[config.mk]
export PLATFORM = sky130hd
export DESIGN_NAME = modbus_rtu_register_poll_master
export DESIGN_NICKNAME = d
export VERILOG_FILES = /design/src/design/mbrtu_pkg.sv /design/src/design/modbus_rtu_register_poll_master.sv
export SDC_FILE = /design/constraint.sdc
export NUM_CORES = 1
export LEC_CHECK = 0
export ABC_AREA = 1
export BUFFER_PORTS_ARGS = -buffer_cell sky130_fd_sc_hd__buf_2
export CELL_PAD_IN_SITES_DETAIL_PLACEMENT = 0
export CELL_PAD_IN_SITES_GLOBAL_PLACEMENT = 1
export CORE_ASPECT_RATIO = 1.5
export CORE_MARGIN = 10
export CORE_UTILIZATION = 35
export DETAILED_ROUTE_END_ITERATION = 7
export PLACE_DENSITY_LB_ADDON = 0.1
export SLEW_MARGIN = 25
export SYNTH_ARGS = -nofsm -noshare
export SYNTH_HDL_FRONTEND = slang
export SYNTH_SLANG_ARGS = --single-unit
export TNS_END_PERCENT = 50
[constraint.sdc]
create_clock -name clock -period 6.5 [get_ports clock]
set_input_delay 0.65 -clock clock [delete_from_list [all_inputs] [get_ports clock]]
set_output_delay 0.65 -clock clock [all_outputs]
set_load 0.1 [all_outputs]
[src/design/mbrtu_pkg.sv]
package mbrtu_pkg;

   localparam int unsigned RX_W     = 8;
   localparam int unsigned CRC_W    = 16;
   localparam int unsigned CSR_W    = 16;
   localparam int unsigned CSR_IDX_W = 3;
   localparam int unsigned REQ_DATA_W = 8;
   localparam int unsigned RSP_DATA_W = 64;

   // reply bytes kept for the final check; the seventh one is used as it arrives
   localparam int unsigned REPLY_KEEP = 6;
   localparam logic [2:0]  REPLY_LAST = 3'd6;
   localparam logic [2:0]  CRC_BYTES  = 3'd5;
   localparam logic [2:0]  TX_LAST    = 3'd7;

   localparam logic [CRC_W-1:0] CRC_INIT = 16'hFFFF;
   localparam logic [CRC_W-1:0] CRC_POLY = 16'hA001;
   localparam logic [7:0]       FC_READ_HOLDING = 8'h03;
   localparam logic [7:0]       BYTE_COUNT_ONE_REG = 8'h02;
   localparam logic [7:0]       QTY_HI = 8'h00;
   localparam logic [7:0]       QTY_LO = 8'h01;

   typedef enum logic [1:0] {
      FUNC_START   = 2'd0,
      FUNC_BYTE    = 2'd1,
      FUNC_TIMEOUT = 2'd2,
      FUNC_UNUSED  = 2'd3
   } func_type;

   typedef enum logic [2:0] {
      CSR_SLAVE      = 3'd0,
      CSR_REG_ADDR   = 3'd1,
      CSR_SCALE      = 3'd2,
      CSR_ALARM_HIGH = 3'd3,
      CSR_ALARM_LOW  = 3'd4
   } csr_index_type;

   typedef enum logic [1:0] {
      ST_OK      = 2'd0,
      ST_TIMEOUT = 2'd1,
      ST_CRC     = 2'd2,
      ST_FRAME   = 2'd3
   } status_type;

   typedef enum logic [1:0] {
      ALARM_NONE = 2'd0,
      ALARM_HIGH = 2'd1,
      ALARM_LOW  = 2'd2
   } alarm_type;

   typedef enum logic {
      KIND_TX     = 1'b0,
      KIND_RESULT = 1'b1
   } kind_type;

   typedef enum logic [1:0] {
      PH_IDLE = 2'b01,
      PH_WAIT = 2'b10
   } phase_type;

   typedef struct packed {
      kind_type    kind;
      logic [7:0]  tx_byte;
      logic        last;
      status_type  status;
      logic [15:0] raw_value;
      logic [31:0] scaled_value;
      alarm_type   alarm;
   } rsp_type;

   // crc-16/modbus, one byte, bit steps unrolled
   function automatic logic [CRC_W-1:0] crc_byte(input logic [CRC_W-1:0] crc,
                                                 input logic [7:0] b);
      logic [CRC_W-1:0] c;
      c = crc ^ {8'h00, b};
      for (int i = 0; i < 8; i++) begin
         c = c[0] ? ((c >> 1) ^ CRC_POLY) : (c >> 1);
      end
      return c;
   endfunction

endpackage

[src/design/modbus_rtu_register_poll_master.sv]
// Modbus RTU master reading one holding register (function code 3).
// req_ channel: one request per item; req_tuser is the function (start, received
// byte, timeout) and req_tdata the received line byte.
// rsp_ channel: a start gives eight transmit bytes (slave, 0x03, address, quantity
// one, crc low byte first), the eighth flagged by rsp_tlast; the seventh reply
// byte or a timeout while waiting gives one read result with status, raw value,
// value times scale and alarm. Other requests give nothing.
// csr_ port: register writes, taken on any edge with csr_we high.
// A request waits in the input register and its result is then registered in the
// output register that drives rsp_tvalid. Requests are taken one per cycle unless
// a result waits for the output register; a start holds the input register until
// its eight transmit bytes have gone out, since the output register moves one byte
// a cycle while rsp_tready is high. The crc of the outgoing frame is built one byte
// step per transmitted byte over the first six bytes.
// When rsp_tready is low the output register holds its result; a request that has
// a result then waits in the input register and req_tready drops, while requests
// with no result still pass through.
// Reset empties both registers, returns the block to idle and loads the
// register defaults (slave 1, scale 100, alarms off).
module modbus_rtu_register_poll_master (
   input  logic        clock,
   input  logic        reset,
   input  logic        req_tvalid,
   output logic        req_tready,
   input  logic [7:0]  req_tdata,   // [7:0] rx_byte
   input  logic [1:0]  req_tuser,   // [1:0] func
   output logic        rsp_tvalid,
   input  logic        rsp_tready,
   // [7:0] tx_byte, [9:8] status, [25:10] raw_value, [57:26] scaled_value,
   // [59:58] alarm, [63:60] zero
   output logic [63:0] rsp_tdata,
   output logic        rsp_tuser,   // [0] kind
   output logic        rsp_tlast,
   input  logic        csr_we,
   input  logic [2:0]  csr_index,
   input  logic [15:0] csr_wdata
);

   // configuration
   logic [7:0]  slave_ff;
   logic [15:0] reg_addr_ff;
   logic [15:0] scale_ff;
   logic [15:0] alarm_high_ff;
   logic [15:0] alarm_low_ff;

   // input register
   logic                 in_valid_ff, in_valid_in;
   mbrtu_pkg::func_type  in_func_ff;
   logic [7:0]           in_rx_ff;

   // read state
   mbrtu_pkg::phase_type phase_ff, phase_in;
   logic [2:0]           count_ff, count_in;
   logic [15:0]          run_crc_ff, run_crc_in;
   logic [7:0]           reply_ff [mbrtu_pkg::REPLY_KEEP];
   logic [2:0]           tx_cnt_ff, tx_cnt_in;
   logic [15:0]          tx_crc_ff, tx_crc_in;

   // output register
   logic                 rsp_valid_ff, rsp_valid_in;
   mbrtu_pkg::rsp_type   rsp_ff, rsp_in;

   logic        out_free, has_res, consume, fire, waiting, reply_done;
   logic [15:0] tx_crc_base;
   logic [7:0]  tx_byte;
   logic        crc_ok, frame_ok;
   logic [15:0] raw;
   logic [31:0] product;
   mbrtu_pkg::alarm_type alarm;

   assign out_free   = !rsp_valid_ff || rsp_tready;
   assign waiting    = (phase_ff == mbrtu_pkg::PH_WAIT);
   assign reply_done = (count_ff == mbrtu_pkg::REPLY_LAST);

   always_comb begin
      has_res = 1'b0;
      case (in_func_ff)
         mbrtu_pkg::FUNC_START:   has_res = 1'b1;
         mbrtu_pkg::FUNC_BYTE:    has_res = waiting && reply_done;
         mbrtu_pkg::FUNC_TIMEOUT: has_res = waiting;
         default:                 has_res = 1'b0;
      endcase
   end

   // a start stays in the input register until its last byte goes out
   assign fire    = in_valid_ff && has_res && out_free;
   assign consume = in_valid_ff && (!has_res || out_free) &&
                    (in_func_ff != mbrtu_pkg::FUNC_START || tx_cnt_ff == mbrtu_pkg::TX_LAST);
   assign req_tready = !in_valid_ff || consume;

   // request frame bytes
   assign tx_crc_base = (tx_cnt_ff == 3'd0) ? mbrtu_pkg::CRC_INIT : tx_crc_ff;

   always_comb begin
      tx_byte = 8'h00;
      case (tx_cnt_ff)
         3'd0:    tx_byte = slave_ff;
         3'd1:    tx_byte = mbrtu_pkg::FC_READ_HOLDING;
         3'd2:    tx_byte = reg_addr_ff[15:8];
         3'd3:    tx_byte = reg_addr_ff[7:0];
         3'd4:    tx_byte = mbrtu_pkg::QTY_HI;
         3'd5:    tx_byte = mbrtu_pkg::QTY_LO;
         3'd6:    tx_byte = tx_crc_ff[7:0];
         default: tx_byte = tx_crc_ff[15:8];
      endcase
   end

   // reply check, the crc high byte is the one arriving now
   assign crc_ok   = (run_crc_ff == {in_rx_ff, reply_ff[5]});
   assign frame_ok = (reply_ff[0] == slave_ff) &&
                     (reply_ff[1] == mbrtu_pkg::FC_READ_HOLDING) &&
                     (reply_ff[2] == mbrtu_pkg::BYTE_COUNT_ONE_REG);
   assign raw      = {reply_ff[3], reply_ff[4]};
   assign product  = 32'(raw) * 32'(scale_ff);

   always_comb begin
      if (alarm_high_ff != 16'd0 && raw > alarm_high_ff) begin
         alarm = mbrtu_pkg::ALARM_HIGH;
      end else if (alarm_low_ff != 16'd0 && raw < alarm_low_ff) begin
         alarm = mbrtu_pkg::ALARM_LOW;
      end else begin
         alarm = mbrtu_pkg::ALARM_NONE;
      end
   end

   always_comb begin
      rsp_in = '0;
      if (in_func_ff == mbrtu_pkg::FUNC_START) begin
         rsp_in.kind    = mbrtu_pkg::KIND_TX;
         rsp_in.tx_byte = tx_byte;
         rsp_in.last    = (tx_cnt_ff == mbrtu_pkg::TX_LAST);
      end else if (in_func_ff == mbrtu_pkg::FUNC_TIMEOUT) begin
         rsp_in.kind   = mbrtu_pkg::KIND_RESULT;
         rsp_in.status = mbrtu_pkg::ST_TIMEOUT;
      end else begin
         rsp_in.kind = mbrtu_pkg::KIND_RESULT;
         if (!crc_ok) begin
            rsp_in.status = mbrtu_pkg::ST_CRC;
         end else if (!frame_ok) begin
            rsp_in.status = mbrtu_pkg::ST_FRAME;
         end else begin
            rsp_in.status       = mbrtu_pkg::ST_OK;
            rsp_in.raw_value    = raw;
            rsp_in.scaled_value = product;
            rsp_in.alarm        = alarm;
         end
      end
   end

   assign in_valid_in  = req_tready ? req_tvalid : in_valid_ff;
   assign rsp_valid_in = fire || (rsp_valid_ff && !rsp_tready);

   // read state update
   always_comb begin
      phase_in   = phase_ff;
      count_in   = count_ff;
      run_crc_in = run_crc_ff;
      tx_cnt_in  = tx_cnt_ff;
      tx_crc_in  = tx_crc_ff;
      if (in_valid_ff && in_func_ff == mbrtu_pkg::FUNC_START && out_free) begin
         tx_cnt_in = tx_cnt_ff + 3'd1;
         // the crc bytes themselves are kept out of the crc
         if (tx_cnt_ff < 3'd6) begin
            tx_crc_in = mbrtu_pkg::crc_byte(tx_crc_base, tx_byte);
         end
      end
      if (consume) begin
         unique case (phase_ff)
            mbrtu_pkg::PH_IDLE: begin
               if (in_func_ff == mbrtu_pkg::FUNC_START) begin
                  phase_in   = mbrtu_pkg::PH_WAIT;
                  count_in   = 3'd0;
                  run_crc_in = mbrtu_pkg::CRC_INIT;
               end
            end
            mbrtu_pkg::PH_WAIT: begin
               case (in_func_ff)
                  mbrtu_pkg::FUNC_START: begin
                     count_in   = 3'd0;
                     run_crc_in = mbrtu_pkg::CRC_INIT;
                  end
                  mbrtu_pkg::FUNC_TIMEOUT: begin
                     phase_in = mbrtu_pkg::PH_IDLE;
                     count_in = 3'd0;
                  end
                  mbrtu_pkg::FUNC_BYTE: begin
                     if (count_ff < mbrtu_pkg::CRC_BYTES) begin
                        run_crc_in = mbrtu_pkg::crc_byte(run_crc_ff, in_rx_ff);
                     end
                     if (reply_done) begin
                        phase_in = mbrtu_pkg::PH_IDLE;
                        count_in = 3'd0;
                     end else begin
                        count_in = count_ff + 3'd1;
                     end
                  end
                  default: ;
               endcase
            end
            default: phase_in = mbrtu_pkg::PH_IDLE;
         endcase
      end
   end

   always_ff @(posedge clock) begin
      if (reset) begin
         slave_ff      <= 8'd1;
         reg_addr_ff   <= 16'd0;
         scale_ff      <= 16'd100;
         alarm_high_ff <= 16'd0;
         alarm_low_ff  <= 16'd0;
         in_valid_ff   <= 1'b0;
         rsp_valid_ff  <= 1'b0;
         phase_ff      <= mbrtu_pkg::PH_IDLE;
         count_ff      <= 3'd0;
         run_crc_ff    <= mbrtu_pkg::CRC_INIT;
         tx_cnt_ff     <= 3'd0;
         tx_crc_ff     <= mbrtu_pkg::CRC_INIT;
      end else begin
         if (csr_we) begin
            case (csr_index)
               mbrtu_pkg::CSR_SLAVE:      slave_ff      <= csr_wdata[7:0];
               mbrtu_pkg::CSR_REG_ADDR:   reg_addr_ff   <= csr_wdata;
               mbrtu_pkg::CSR_SCALE:      scale_ff      <= csr_wdata;
               mbrtu_pkg::CSR_ALARM_HIGH: alarm_high_ff <= csr_wdata;
               mbrtu_pkg::CSR_ALARM_LOW:  alarm_low_ff  <= csr_wdata;
               default: ;
            endcase
         end
         in_valid_ff  <= in_valid_in;
         rsp_valid_ff <= rsp_valid_in;
         phase_ff     <= phase_in;
         count_ff     <= count_in;
         run_crc_ff   <= run_crc_in;
         tx_cnt_ff    <= tx_cnt_in;
         tx_crc_ff    <= tx_crc_in;
      end
   end

   // payload registers
   always_ff @(posedge clock) begin
      if (req_tready && req_tvalid) begin
         in_func_ff <= mbrtu_pkg::func_type'(req_tuser);
         in_rx_ff   <= req_tdata;
      end
      if (fire) begin
         rsp_ff <= rsp_in;
      end
      if (consume && waiting && in_func_ff == mbrtu_pkg::FUNC_BYTE) begin
         for (int i = 0; i < int'(mbrtu_pkg::REPLY_KEEP); i++) begin
            if (count_ff == 3'(i)) begin
               reply_ff[i] <= in_rx_ff;
            end
         end
      end
   end

   assign rsp_tvalid = rsp_valid_ff;
   assign rsp_tuser  = rsp_ff.kind;
   assign rsp_tlast  = rsp_ff.last;
   assign rsp_tdata  = {4'h0, rsp_ff.alarm, rsp_ff.scaled_value, rsp_ff.raw_value,
                        rsp_ff.status, rsp_ff.tx_byte};

endmodule

Yosys cells after proc, flatten, opt, wreduce, memory -nomap -nowiden
Memory sizes are Yosys's and may differ from the RTL's.
Index checks and enable logic that the tools add are counted.
Storage, ports and cells
  bits of input ports: 34
  register bits after elaboration: 186
  memories: 1
  word-level logic and storage cells: 201
  RAM bits: 48
  output and inout bits: 68
Memories
  reply_ff: depth 6, bits a word 8, read ports 6, clocked after memory_dff 0, write ports 1, line modbus_rtu_register_poll_master.sv:55  | logic [7:0] reply_ff [mbrtu_pkg::REPLY_KEEP];
Operators by class
  multiplexer cells: 70
  bitwise logic cells: 20
  magnitude comparators: 4
  reduce and logical (&&, ||, !) cells: 49
  multiply operators: 1
  eq/ne operators: 31
  $add $sub $neg: 2
Operators with widths (count)
  16-bit two-way mux: 19
  16-bit one-hot mux with 2 select lines: 2
  8-bit one-hot mux with 7 select lines: 1
  2-bit inverter with 3-bit output: 16
  8-bit two-way mux: 5
  8-bit OR reduction: 5
  16-bit by 16-bit multiplier with 32-bit output: 1
  16-bit nonzero test: 2
  16-bit by 8-bit bitwise XOR with 16-bit output: 2
  1-bit two-way mux: 26
  3-bit == test, second input constant: 8
  3-bit two-way mux: 7
  3-bit by 2-bit == test with 1-bit output, second input constant: 6
  16-bit == test: 1
  8-bit by 2-bit == test with 1-bit output, second input constant: 2
  16-bit greater-than comparator: 1
  16-bit < comparator: 1
  1-bit logical AND: 15
  3-bit one-hot mux with 2 select lines: 2
  2-bit AND reduction: 6
  2-bit two-way mux: 5
  3-bit by 1-bit == test with 1-bit output, second input constant: 3
  3-bit zero test: 3
  8-bit == test: 1
  20 further kinds: 37

Depth between registers and ports, before layout
  depth in word-level cells: 20
  mapped depth: 29
  depth with buffers taken out: 27

Worst setup path before layout
No wires, ideal clock.
  kind: reg-to-reg
  start: mem reply_ff[3][2]
  end: reg rsp_ff, in the netlist rsp_tdata[49] (data pin)
  data required time: 6241 ps
  arrival time: 5608 ps
  library setup time: 259 ps
  stages on the path, launching flop included: 23
  buffers on the path: 2
  slack: 633 ps
  path through: edfxtp_1 -> clkbuf_1 -> clkbuf_1 -> nand2_1 -> fa_1 -> fa_1 -> fa_1 -> fa_1 -> inv_1 -> fa_1 -> inv_1 -> fa_1 -> inv_1 -> ha_1 -> nand2_1 -> nor2_1 -> nand2_1 -> o21ai_0 -> a21oi_1 -> o21ai_0 -> a21oi_1 -> o21ai_0 -> a21oi_1
RTL lines
  start, declared: line modbus_rtu_register_poll_master.sv:55
  end signal, assigned: line modbus_rtu_register_poll_master.sv:247  | rsp_ff <= rsp_in;
  end, declared: line modbus_rtu_register_poll_master.sv:61  | mbrtu_pkg::rsp_type rsp_ff, rsp_in;

Worst setup path in the final report
  start: reg scale_ff[10]
  end: reg rsp_ff, in the netlist rsp_tdata[54] (data pin)
Between the ends
  word-level cells in the longest chain between the ends: 1
RTL lines
  start, declared: line modbus_rtu_register_poll_master.sv:42  | logic [15:0] scale_ff;
  start signal, assigned: line modbus_rtu_register_poll_master.sv:224  | mbrtu_pkg::CSR_SCALE: scale_ff <= csr_wdata;
  16-bit by 16-bit multiplier with 32-bit output: line modbus_rtu_register_poll_master.sv:114  | assign product = 32'(raw) * 32'(scale_ff);
Every way passes these cells.
A chain may end at the register's enable or synchronous reset.

==> impl_metrics.py <==
metrics = {
    "run_status": {
        "status": "finished, final reports clean",
    },
    "clock_tree": {
        "clk_latency_ps": 570,
        "cts_tree": "done",
        "cts_made_buffers": 26,
        "clk_pin_slew_worst_paths_ps": 60,
        "root_buffer": "clkbuf_16",
        "cts_hold_buf": 0,
        "htreeDepth": 1,
        "clockBufferDepth": 3,
        "cts_sinks": 234,
    },
    "logic_synthesis": {
        "syn_area_um2": 19390,
        "syn_inst": 2347,
        "synthFlopType": "edfxtp_1",
        "synth_edf_count": 120,
        "syn_area_per_cell_um2": 8.262,
        "yosysWarnings": 0,
        "synth-seq-cells": 234,
        "yosysSeqAreaShare_pct": 30.35,
        "synth_cell_types": 48,
        "synthArstFlopShare_pct": 0,
    },
    "setup_path": {
        "cp_slowest_cell": "dfxtp_1",
        "crit_path_end_kind": "flop",
        "reg2regPathDepth": 19,
        "crit_type": "reg2reg",
        "critical_path_required_ps": 6820,
        "worstPathMaxFanout": 11,
        "critPathMaxStageDelay_ps": 680,
        "crit_top_cell": "fa_1",
        "r2r_slack_ps": 230,
        "cp_top_family": "adder cells",
        "startpoint_type": "flop",
        "worstPathCellList": "buf_4, nand2_1, inv_1, fa_1, fa_1, inv_1, fa_1, inv_1, fa_1, fa_1, ha_1, ha_1, a21oi_1, o21ai_0, a211oi_1, o21ai_0, a21oi_1, a21oi_1, o21a_1",
        "crit_buf_inv": 4,
        "r2r_end": "rsp_tdata[54]",
        "r2r_start": "scale_ff[10]",
        "arrival_ps": 6590,
    },
    "route": {
        "drt_iter0_markers": 558,
        "dr.pass1.iters": 5,
        "wirelength_um": 56860,
        "wl_per_cell_um": 18.17,
        "drc_errors": 0,
        "vias": 14970,
        "route.antenna.remaining_nets": 0,
        "routed_via_density": 4.786,
    },
    "final_layout": {
        "syn_to_final_growth_pct": 11.53,
        "layout_common_cells": "inv_1, nand2_1, fa_1",
        "n_fill_cell": 5667,
        "diodes": 0,
        "design_area_um2": 21630,
        "utilization_pct": 39.48,
        "drive_gt1_share_pct": 9.573,
        "final_common_cell": "inv_1",
        "final_nets": 2786,
        "final_cells": 3129,
    },
    "die": {
        "die_height_um": 308.3,
        "design.core.area_um2": 54780,
        "rows": 105,
        "initial_core_util_pct": 35.40,
        "ios": 102,
        "die_w_um": 212.2,
        "die-area_um2": 65410,
    },
    "placement": {
        "place_hpwl_um": 45060,
        "portBuffers": 97,
        "place_area_um2": 20670,
        "place_inst": 3078,
        "gp_congestion": 0.8214,
        "dp_slack_ps": 172.3,
    },
    "hold_path": {
        "hp-class": "in2reg",
        "min_to": "in_func_ff[1]",
        "hold_start": "req_tuser[1]",
        "hold_depth": 1,
    },
    "global_route": {
        "grt_pass1_wl_um": 90050,
        "antenna_found_initial": 0,
        "grt_max_degree": 104,
        "grt_usage_pct": 17.67,
        "grt_pass1_vias": 16090,
        "grt_overflow": 0,
    },
    "sta": {
        "finalClockSkew_ps": 14.47,
        "maxSlewHeadroom_pct": 32.55,
        "fin_tns_setup_ps": 0,
        "period_needed_ps": 6267,
        "finalHoldViolations": 0,
        "worst_slack_ps": 232.5,
        "setup_violations": 0,
        "worst_slew_pin_slew_ps": 1012,
        "final_max_slew_viol_count": 0,
        "rsz0062_at_grt": "false",
        "max_freq_mhz": 159.6,
        "final.period_utilization_pct": 96.42,
    },
    "flow_run": {
        "maxCapViolations": 0,
    },
    "power": {
        "irDropWorstVdd_mv": 0.1955,
        "powerDensity_nw_per_um2": 199.6,
        "leakage_nw": 10.84,
    },
}
[logic make-up (layout without fill, tap and decap cells)]
logic type	count (synthesis)	after routing	synth area share [%]
buffers and inverters	598	682	11.80
AOI/OAI and AO/OA	324	324	9.053
and+or+nand+nor	814	814	17.74
other	1	4	0.01934
xor gates and xnor gates	38	38	1.716
DFF	234	234	30.35
adders and majority gates	338	338	29.32
[worst max-delay path by stage]
stage | cells past startpoint | start | slack [ps] | to
2_1_floorplan | 22 | reply_ff[3][2] | 630 | rsp_tdata[49]
5_1_grt | 21 | reply_ff[3][0] | 4 | rsp_tdata[55]
3_3_place_gp | 19 | reply_ff[3][4] | 160 | rsp_tdata[55]
4_1_cts | 20 | reply_ff[3][4] | 160 | rsp_tdata[52]
3_5_place_dp | 20 | reply_ff[3][4] | 170 | rsp_tdata[52]
6_report | 19 | scale_ff[10] | 230 | rsp_tdata[54]
[Yosys cell counts, types with 6 or more instances]
| master | number | area share (%) |
|---|---|---|
| buf_2 | 7 | 0.18 |
| edfxtp_1 | 120 | 19 |
| o21a_1 | 8 | 0.31 |
| nand2_2 | 15 | 0.48 |
| nand2_1 | 460 | 8.9 |
| a21oi_1 | 132 | 3.4 |
| nor3_1 | 18 | 0.46 |
| o211ai_1 | 14 | 0.54 |
| a21o_1 | 6 | 0.23 |
| ha_1 | 144 | 9.3 |
| fa_1 | 194 | 20 |
| nor2_1 | 167 | 3.2 |
| clkbuf_1 | 98 | 1.9 |
| dfxtp_1 | 114 | 12 |
| inv_1 | 481 | 9.3 |
| nor4_1 | 10 | 0.32 |
| nand4_1 | 17 | 0.55 |
| xnor2_1 | 23 | 1.0 |
| nand3_1 | 104 | 2.7 |
| xor2_1 | 15 | 0.68 |
| o21ai_0 | 139 | 3.6 |
[through the flow]
stage                     total power [mW]  hold WS, ps
after global routing                 4.597        247.0
final                                4.316        267.2
after detailed placement             2.801        475.5
after CTS                            4.395        230.0
after floorplan                      2.478        440.2
after global placement               2.801        460.2
[routing by layer]
metal	up-vias	global-route usage, %	share of wire, %
met4	0	5.163	2.6
met2	212	34.53	55
li1	7451	-	-
met5	-	0	0
met3	67	1.797	2.9
met1	7244	19.39	40
[registers in the layout (all words and copies together) (netlist names)]
| name | cells |
|---|---|
| tx_cnt_ff | 3 |
| alarm_high_ff | 16 |
| slave_ff | 8 |
| reply_ff | 48 |
| reg_addr_ff | 16 |
| alarm_low_ff | 16 |
| rsp_tvalid | 1 |
| rsp_tdata | 60 |
| rsp_tuser | 1 |
| phase_ff | 2 |
| in_valid_ff | 1 |
| run_crc_ff | 16 |
| scale_ff | 16 |
| tx_crc_ff | 16 |
| in_func_ff | 2 |
| count_ff | 3 |
| in_rx_ff | 8 |
| rsp_tlast | 1 |
[final cells by class]
class,count,area [um2],share of cell area [%]
Clock buffer,40,815.8,3.772
Multi-Input combinational cell,1518,11260,52.06
Timing Repair Buffer,148,895.9,4.142
Clock inverter,8,75.07,0.3471
Tap cell,695,869.6,4.021
Inverter,486,1827,8.447
Sequential cell,234,5886,27.21
[power breakdown]
part	internal (mW)	total, mW	switching [mW]	leakage (nW)
Combinational	0.371	1.13	0.757	8.32
Clock	0.903	1.56	0.653	0.441
Sequential	1.59	1.63	0.0455	2.08
Total	2.86	4.32	1.46	10.8
[repair_timing]
item	in CTS	in global routing
buffers inserted	0	3
resized for setup	0	4
endpoints found under the setup margin	0	3
Note: power is estimated with default switching activity, not from simulation.
